<file path="config.mk">
export PLATFORM = sky130hd
export DESIGN_NAME = ttcb_front
export DESIGN_NICKNAME = d
export VERILOG_FILES = /design/src/sv/ttcb_pkg.sv /design/src/sv/ttcb_front.sv
export SDC_FILE = /design/constraint.sdc
export NUM_CORES = 1
export LEC_CHECK = 0
export ABC_AREA = 1
export BUFFER_PORTS_ARGS = -buffer_cell sky130_fd_sc_hd__buf_2
export CORE_MARGIN = 3
export CORE_UTILIZATION = 45
export CTS_CLUSTER_DIAMETER = 30
export DETAILED_ROUTE_END_ITERATION = 10
export GPL_TIMING_DRIVEN = 0
export PLACE_DENSITY = 0.69
export SYNTH_ARGS = -nofsm -noshare
export SYNTH_HDL_FRONTEND = slang
export SYNTH_SLANG_ARGS = --single-unit
</file>
<file path="constraint.sdc">
create_clock -name clk_i -period 3.6 [get_ports clk_i]
set_input_delay 0.72 -clock clk_i [delete_from_list [all_inputs] [get_ports clk_i]]
set_output_delay 0.72 -clock clk_i [all_outputs]
set_load 0.005 [all_outputs]
</file>
<file path="src/sv/ttcb_pkg.sv">
// ----------------------------------------------------------------------------
// ttcb_pkg: text console character buffer shared definitions
// Grid geometry, character codes, operation and state types, transfer structs.
// ----------------------------------------------------------------------------
package ttcb_pkg;

  // Grid store geometry
  localparam int MAX_ROWS = 32;
  localparam int MAX_COLS = 128;
  localparam int ROW_W    = $clog2(MAX_ROWS);
  localparam int COL_W    = $clog2(MAX_COLS);
  localparam int ADDR_W   = ROW_W + COL_W;

  // Field widths of the cursor and configuration values
  localparam int CROW_W = 6;
  localparam int CCOL_W = 8;

  // Character codes
  localparam logic [7:0] CH_BELL      = 8'h07;
  localparam logic [7:0] CH_BACKSPACE = 8'h08;
  localparam logic [7:0] CH_NEWLINE   = 8'h0A;
  localparam logic [7:0] CH_FORMFEED  = 8'h0C;
  localparam logic [7:0] CH_SPACE     = 8'h20;

  // Register reset values
  localparam logic [CROW_W-1:0] ROWS_RESET = 6'd32;
  localparam logic [CCOL_W-1:0] COLS_RESET = 8'd80;

  // Register indexes (APB word address)
  localparam logic REG_ROWS = 1'b0;
  localparam logic REG_COLS = 1'b1;

  typedef enum logic [2:0] {
    OP_READ,
    OP_BELL,
    OP_NEWLINE,
    OP_BACKSPACE,
    OP_FORMFEED,
    OP_PRINT
  } op_e;

  typedef enum logic [3:0] {
    ST_IDLE,
    ST_READ,
    ST_RD_DONE,
    ST_PUT,
    ST_CHAR,
    ST_SCR_RD,
    ST_SCR_WR,
    ST_FILL,
    ST_DONE
  } state_e;

  typedef struct packed {
    logic       kind;
    logic [7:0] char_code;
    logic [4:0] read_row;
    logic [6:0] read_col;
  } item_t;

  typedef struct packed {
    logic [7:0]        cell_char;
    logic [CROW_W-1:0] cursor_at_row;
    logic [CCOL_W-1:0] cursor_at_col;
    logic              did_scroll;
  } result_t;

  // Queue entry as classified by the front end
  typedef struct packed {
    op_e        op;
    logic [7:0] char_code;
    logic [4:0] read_row;
    logic [6:0] read_col;
  } entry_t;

  // Front to back: head of the queue
  typedef struct packed {
    logic   valid;
    entry_t entry;
  } queue_head_t;

  // Back to front: control and status
  typedef struct packed {
    logic pop;
    logic init_done;
  } back_ctrl_t;

endpackage

</file>
<file path="src/sv/ttcb_front.sv">
// ----------------------------------------------------------------------------
// ttcb_front: command intake and classification
// Accepts items, decodes the operation and holds them in a two-entry queue.
// ----------------------------------------------------------------------------
module ttcb_front (
  input  logic                 clk_i,
  input  logic                 rst_ni,
  input  logic                 start,
  output logic                 busy,
  input  ttcb_pkg::item_t      item_i,
  input  ttcb_pkg::back_ctrl_t back_i,
  output ttcb_pkg::queue_head_t head_o
);

  ttcb_pkg::entry_t fifo_q [2];
  logic             wr_ptr_q, wr_ptr_d;
  logic             rd_ptr_q, rd_ptr_d;
  logic [1:0]       count_q, count_d;
  logic             push;
  ttcb_pkg::entry_t new_entry;

  // Not ready while the queue is full or the grid is still being cleared
  assign busy = (count_q == 2'd2) || !back_i.init_done;
  assign push = start && !busy;

  // Classify the item
  always_comb begin
    new_entry.char_code = item_i.char_code;
    new_entry.read_row  = item_i.read_row;
    new_entry.read_col  = item_i.read_col;
    if (item_i.kind) begin
      new_entry.op = ttcb_pkg::OP_READ;
    end else begin
      case (item_i.char_code)
        ttcb_pkg::CH_BELL:      new_entry.op = ttcb_pkg::OP_BELL;
        ttcb_pkg::CH_NEWLINE:   new_entry.op = ttcb_pkg::OP_NEWLINE;
        ttcb_pkg::CH_BACKSPACE: new_entry.op = ttcb_pkg::OP_BACKSPACE;
        ttcb_pkg::CH_FORMFEED:  new_entry.op = ttcb_pkg::OP_FORMFEED;
        default:                new_entry.op = ttcb_pkg::OP_PRINT;
      endcase
    end
  end

  // Queue pointers
  always_comb begin
    wr_ptr_d = wr_ptr_q;
    rd_ptr_d = rd_ptr_q;
    count_d  = count_q;
    if (push) begin
      wr_ptr_d = !wr_ptr_q;
    end
    if (back_i.pop) begin
      rd_ptr_d = !rd_ptr_q;
    end
    if (push && !back_i.pop) begin
      count_d = count_q + 2'd1;
    end else if (!push && back_i.pop) begin
      count_d = count_q - 2'd1;
    end
  end

  always_ff @(posedge clk_i or negedge rst_ni) begin
    if (!rst_ni) begin
      wr_ptr_q <= 1'b0;
      rd_ptr_q <= 1'b0;
      count_q  <= 2'd0;
    end else begin
      wr_ptr_q <= wr_ptr_d;
      rd_ptr_q <= rd_ptr_d;
      count_q  <= count_d;
    end
  end

  // Queue storage
  always_ff @(posedge clk_i) begin
    if (push) begin
      fifo_q[wr_ptr_q] <= new_entry;
    end
  end

  assign head_o.valid = (count_q != 2'd0);
  assign head_o.entry = fifo_q[rd_ptr_q];

endmodule

</file>
==> results.md, run 1 <==
| Step | Item | Reported |
| --- | --- | --- |
| power | Tot Pwr | 0.00163 W |
| timing | Final setup skew | 0.00135 ns |
| logic synthesis | Post-synthesis register bit count | 50 |
| placement | Dpl cell area | 0.00245 mm² |
| power | Power Dens Cells | 646 mW/mm² |
| power | Lkg Pwr | 1.09 nW |
| logic synthesis | Synth Warn # | 0 |
| global route | Number of global-route vias before repair | 1178 |
| route | Detailed Route Iter0 Violations | 83 |
| clock network | Clock tree from TritonCTS | yes |
| timing | Slew HR | 60.2% |
| logic synthesis | Net count after synthesis | 154 |
| power | Worst IR drop on VDD | 0.307 mV |
| placement | Final HPWL from detailed placement | 2560 µm |
| logic synthesis | Number of flops mapped to enable cells by yosys | 46 |
| global route | All-layer global routing usage | 12.8% |
| global route | Global-route wire length before repair | 5120 µm |
| setup path | Arrival time at the worst endpoint | 1.38 ns |
| route | Residual antenna-violating net count after detailed routing | 0 |
| route | Drt via density | 4.74 |
| clock network | Clk root buf | clkbuf_8 |
| global route | Maximum number of pins on one net before global-route repair | 18 |
| setup path | Capturing element type of the critical path | output pin |
| die | Core region area | 0.00441 mm² |
| route | Routed WL | 3450 µm |
| clock network | Number of sinks handled by clock tree synthesis | 50 |
| global route | Global route total overflow | 0 |
| timing | RSZ-0062 raised after global routing | false |
| placement | Final weighted congestion in routability-driven placement | 0.699 |
| die | Number of placement rows | 24 |
| die | Die Height | 74.1 µm |
| route | Via total after detailed routing | 1134 |
| global route | Antenna violations before repair | 0 |
| job | Max cap viols | 0 |
| die | Die span in x | 74.1 µm |
| final layout | ANT cells | 0 |
| clock network | Maximum level of the CTS H-tree | 2 |
| timing | Transition time at the pin with the least slew margin | 0.596 ns |
| clock network | Count of hold-fix buffers inserted at cts | 0 |
| timing | Post-route setup TNS | 0 ns |
| final layout | Layout area overhead | 21.3% |
| timing | Worst path setup slack after routing | 1.50 ns |
| outcome | Status | completed |
| die | Initial Utilization | 47.3% |
| logic synthesis | Post-synthesis sequential area ratio | 71.0% |
| placement | Place WS | 1.47 ns |
| clock network | Number of gates given a new drive strength after cts | 0 |
| setup path | Crit path kind | reg2out |
| die | Top-Level Pins | 51 |
| logic synthesis | Top flip-flop cell by instance count after synthesis | edfxtp_1 |
| clock network | Register clock-pin slew on the reported worst setup and hold paths | 0.08 ns |
| logic synthesis | Number of instances in the synthesized netlist | 127 |
| logic synthesis | Post-synth ARST share | 8.00% |
| final layout | Final cell utilization of the core | 57.3% |
| final layout | Cell area after layout | 0.00253 mm² |
| final layout | Final net count | 213 |
| clock network | Clock latency on the worst-skew pair | 0.29 ns |
| die | Die area | 0.00549 mm² |
| route | Avg WL per Cell | 14.4 µm |
| timing | Total count of hold-check failures in the final report | 0 |
| timing | Highest Clock Rate | 476 MHz |
| route | Drc violations | 0 |
| clock network | Clock buffer depth | 2 |
| timing | Max Transition Viols Final | 0 |
| route | Detailed Routing Iterations Pass 1 | 5 |
| logic synthesis | Post-synth design cell area | 0.00209 mm² |
| setup path | Critical path fanouts, max | 10 |
| timing | Part of the cycle the worst path needs | 58.4% |
| min path | Min-delay worst type | in2async |
| final layout | Area of combinational cells with multiple inputs | 502 µm² |
| setup path | Required time at the worst-slack endpoint | 2.88 ns |
| final layout | Reg area | 0.00148 mm² |
| final layout | Share of final-layout standard cells stronger than drive strength 1 | 46.0% |
| logic synthesis | Post-synthesis cell type count | 13 |
| clock network | Number of CTS-inserted buffers | 5 |
| setup path | Startpoint class of the critical path | flop |
| timing | Count of final setup violators | 0 |
| logic synthesis | Syn_area_per_cell | 16.4 µm² |
| clock network | Post-CTS setup buffer count | 0 |
| timing | Min cycle time layout | 2.10 ns |
| placement | Port Buf Inserts | 50 |
| final layout | Total of fill cells in the finished design | 361 |
[registers in the layout, indices dropped and copies added, names as in the netlist]
register,flops
count_q,2
fifo_q,46
rd_ptr_q,1
wr_ptr_q,1
[critical path: stages, from the launching register on]
cell,delay (ns)
dfrtp_1,0.38
buf_6,0.14
buf_12,0.15
mux2_4,0.29
buf_2,0.13
[cell usage after synthesis (2+ instances only)]
| library cell | number | share of area (%) |
|---|---|---|
| dfrtp_1 | 4 | 4.8 |
| inv_1 | 15 | 2.7 |
| xor2_1 | 3 | 1.3 |
| nand3_1 | 2 | 0.48 |
| mux2_4 | 19 | 14 |
| edfxtp_1 | 46 | 66 |
| nor2_1 | 10 | 1.8 |
| mux2_2 | 4 | 2.2 |
| buf_12 | 2 | 1.9 |
| nand2_1 | 19 | 3.4 |
[through the flow]
| step | instances | hold WS, ns |
|---|---|---|
| 5_1_grt | 239 | 0.203 |
| 4_1_cts | 239 | 0.209 |
| 6_report | 239 | 0.221 |
| 3_5_place_dp | 231 | 0.513 |
| 3_3_place_gp | 229 | 0.481 |
| 2_1_floorplan | 127 | 0.424 |
[worst paths after layout]
check,from,end,slack (ns),cells after the start
worst max-delay path,rd_ptr_q,head_o[20],1.50,4
worst min-delay path,rst_ni,count_q[0],0.22,1
worst min register to register,count_q[0],count_q[0],0.52,1
max in group asynchronous,rst_ni,count_q[1],3.25,1
worst max register to register,count_q[0],fifo_q[1][20],1.77,5
min in group clk_i,count_q[0],count_q[0],0.52,1
[cells by family (layout without fill, tap and decap cells)]
kind of cell	count (synthesis)	in the layout	share of synthesized area, %
flip-flops	50	50	71.0
AND/OR/NAND/NOR	31	31	5.70
multiplexers	23	23	15.8
buffers and inverters	18	78	5.16
XOR/XNOR	4	4	1.68
adder cells (fa/ha/maj)	1	1	0.600
[placed cells by master, fill, tap and decap left out]
cell	count
nand2_1	19
dfrtp_1	4
buf_8	1
clkinv_2	1
mux2_2	4
xnor2_1	1
mux2_4	19
clkbuf_1	1
clkinv_1	1
nor2_2	2
xor2_1	3
edfxtp_1	46
clkbuf_8	5
inv_1	15
buf_6	1
nor2_1	8
buf_16	1
buf_2	50
ha_1	1
nand3_1	2
buf_12	2
[power by group]
part	total, W	switching (W)	internal, W
clock	0.000303	0.000169	0.000134
combinational	0.000570	0.000244	0.000327
sequential	0.000761	0.0000300	0.000731
total	0.00163	0.000443	0.00119
[routing by layer]
metal	vias to the layer above	GRT usage (%)	wire [µm]	part of all wire, %
met2	37	23.6	1870	54
li1	554	-	-	-
met4	0	4.83	46	1.3
met3	5	3.65	202	5.9
met1	538	13.8	1340	39
met5	-	0	0	0
[area by class of cell]
class | count | share of cell area [%]
flip-flops and latches | 50 | 58.6
repair buffers | 52 | 11.6
well taps | 52 | 2.57
inverters | 15 | 2.23
multi-input cells | 59 | 19.8
clock inverters | 2 | 0.346
clock buffers | 6 | 2.87
plain buffers | 3 | 2.03
No activity file was read; power rests on OpenSTA's default activity.
==> run 2: changes to the inputs <==
clock period = 2 ns   (was 3.6 ns; I/O delays follow)
==> results.md, run 2 (synthesis gave the netlist of run 1 again) <==
| Step | Item | Reported | Change |
| --- | --- | --- | --- |
| global route | Antenna violations before repair | 0 | unchanged |
| route | Via total after detailed routing | 1134 | unchanged |
| clock network | Number of sinks handled by clock tree synthesis | 50 | unchanged |
| setup path | Required time at the worst-slack endpoint | 2.01 ns | was 2.88 ns |
| setup path | Startpoint of the lowest-slack register-to-register path | count_q[0] | unchanged |
| final layout | Share of final-layout standard cells stronger than drive strength 1 | 45.7% | was 46.0% |
| global route | Busiest layer in global routing | met2 | unchanged |
| setup path | CP Capture Point | fifo_q[1][20] | was head_o[20] |
| final layout | Most common cell after layout, fill and taps aside | buf_2 | unchanged |
| timing | Part of the cycle the worst path needs | 91.6% |  |
| clock network | Number of gates given a new drive strength after cts | 0 | unchanged |
| global route | Global route total overflow | 0 | unchanged |
| clock network | Number of CTS-inserted buffers | 5 | unchanged |
| clock network | Clock buffer depth | 2 | unchanged |
| timing | Final setup skew | 0.00136 ns | was 0.00135 ns |
| die | Top-Level Pins | 51 | unchanged |
| global route | Maximum number of pins on one net before global-route repair | 18 | unchanged |
| clock network | Maximum level of the CTS H-tree | 2 | unchanged |
| global route | Global-route wire length before repair | 5120 µm | unchanged |
| global route | Met2 layer usage reported by global route | 23.6% | unchanged |
| setup path | Timing startpoint of the critical path | count_q[0] | was rd_ptr_q |
| job | Max cap viols | 0 | unchanged |
| die | Die Height | 74.1 µm | unchanged |
| route | Routed WL | 3460 µm | was 3450 µm |
| die | Die span in x | 74.1 µm | unchanged |
| final layout | Total of fill cells in the finished design | 360 | was 361 |
| final layout | Final net count | 214 | was 213 |
| route | Residual antenna-violating net count after detailed routing | 0 | unchanged |
| final layout | Layout area overhead | 21.8% | was 21.3% |
| global route | All-layer global routing usage | 12.8% | unchanged |
| global route | Number of global-route vias before repair | 1178 | unchanged |
| route | Detailed Route Iter0 Violations | 87 | was 83 |
| placement | Port Buf Inserts | 50 | unchanged |
| power | Tot Pwr | 0.00294 W | was 0.00163 W |
| setup path | Cell depth of the worst flop-to-flop path | 5 | unchanged |
| timing | Total count of hold-check failures in the final report | 0 | unchanged |
| clock network | Clock tree from TritonCTS | yes | unchanged |
| global route | GR Layer Usage met3 | 3.65% | unchanged |
| route | Detailed Routing Iterations Pass 1 | 6 | was 5 |
| timing | Count of final setup violators | 0 | unchanged |
| setup path | Startpoint class of the critical path | flop | unchanged |
| placement | Cell total after placement | 231 | unchanged |
| clock network | Clk root buf | clkbuf_8 | unchanged |
| setup path | Crit path kind | reg2reg | was reg2out |
| final layout | Register with the highest flop count | fifo_q | unchanged |
| die | Core region area | 0.00441 mm² | unchanged |
| power | Lkg Pwr | 1.09 nW | about the same |
| placement | Final HPWL from detailed placement | 2560 µm | unchanged |
| timing | Worst hold slack | 0.289 ns | was 0.221 ns |
| placement | Final weighted congestion in routability-driven placement | 0.699 | unchanged |
| setup path | Arrival time at the worst endpoint | 1.84 ns | was 1.38 ns |
| outcome | Status | completed | unchanged |
| final layout | Reg area | 0.00148 mm² | unchanged |
| final layout | Cell area after layout | 0.00254 mm² | was 0.00253 mm² |
| setup path | Endpoint of the worst-slack reg-to-reg timing path | fifo_q[1][20] | unchanged |
| timing | Max Transition Viols Final | 0 | unchanged |
| timing | Post-route setup TNS | 0 ns | unchanged |
| clock network | Clock latency on the worst-skew pair | 0.29 ns | about the same |
| final layout | Highest-count cells in the layout ignoring fill and taps | 50 x buf_2, 46 x edfxtp_1, 19 x nand2_1, 19 x mux2_4, 15 x inv_1 | unchanged |
| die | Number of placement rows | 24 | unchanged |
| final layout | Flip-flop count of the largest register, all copies and words added | 46 | unchanged |
| route | Avg WL per Cell | 14.4 µm | about the same |
| clock network | Register clock-pin slew on the reported worst setup and hold paths | 0.08 ns | about the same |
| timing | Highest Clock Rate | 546 MHz |  |
| setup path | Critical path fanouts, max | 14 | was 10 |
| global route | Grt met1 use | 13.8% | unchanged |
| clock network | Post-CTS setup buffer count | 0 | unchanged |
| power | Power Dens Cells | 1160 mW/mm² | was 646 mW/mm² |
| placement | Dpl cell area | 0.00245 mm² | unchanged |
| final layout | Area of combinational cells with multiple inputs | 502 µm² | unchanged |
| final layout | ANT cells | 0 | unchanged |
| timing | Min cycle time layout | 1.83 ns |  |
| setup path | Capturing element type of the critical path | flop | was output pin |
| final layout | Largest regs | fifo_q (46), count_q (2) | unchanged |
| route | Drt via density | 4.73 | was 4.74 |
| timing | RSZ-0062 raised after global routing | false | unchanged |
| timing | Transition time at the pin with the least slew margin | 0.596 ns | about the same |
| power | Worst IR drop on VDD | 0.554 mV | was 0.307 mV |
| final layout | Final non-filler cell total | 240 | was 239 |
| min path | Min-delay worst type | in2reg | was in2async |
| route | Drc violations | 0 | unchanged |
| clock network | Count of hold-fix buffers inserted at cts | 1 | was 0 |
| die | Die area | 0.00549 mm² | unchanged |
| setup path | Internal reg-to-reg setup slack | 0.17 ns | was 1.77 ns |
| timing | Slew HR | 60.2% | about the same |
| die | Initial Utilization | 47.3% | unchanged |
## run 2: how the worst min path moves through the flow
stage / cells past startpoint / from / endpoint
after floorplan: 0 / rst_ni / count_q[0]
after global routing: 1 / item_i[2] / fifo_q[0][2]
final: 1 / item_i[0] / fifo_q[1][0]
after detailed placement: 1 / rst_ni / count_q[1]
after CTS: 1 / item_i[0] / fifo_q[0][0]
after global placement: 1 / rst_ni / count_q[0]
## run 2: metal layers
metal / up-vias / part of all wire, %
li1: 556 / -
met1: 535 / 38
met2: 38 / 54
met3: 5 / 6.5
met4: 0 / 1.3
met5: - / 0
## run 2: where the power goes
group / internal, W / total [W] / leakage [nW] / switching, W
registers: 0.00132 / 0.00137 / 0.467 / 0.0000543
clock network: 0.000241 / 0.000546 / 0.0426 / 0.000305
logic: 0.000590 / 0.00103 / 0.582 / 0.000439
total: 0.00215 / 0.00294 / 1.09 / 0.000798
## run 2: final cells by class
type	count	area share [%]
clock inverter	2	0.345
buffer	3	2.02
multi-input combinational	59	19.8
inverter	15	2.22
timing repair buffer	53	11.9
tap	52	2.56
sequential	50	58.3
clock buffer	6	2.86
## run 2: critical path, cell delays in order, from the launching register on
cell	delay, ns
dfrtp_1	0.41
inv_1	0.09
nand2_1	0.09
nand3_1	0.19
nor2_2	0.52
buf_8	0.24
## run 2: stage by stage
| step | util [%] | worst slack (ns) |
|---|---|---|
| after CTS | 57.5 | 0.112 |
| after global routing | 57.5 | 0.00810 |
| after floorplan | - | -0.0307 |
| after detailed placement | 55.5 | 0.128 |
| final | 57.5 | 0.168 |
| after global placement | 54.4 | -0.541 |
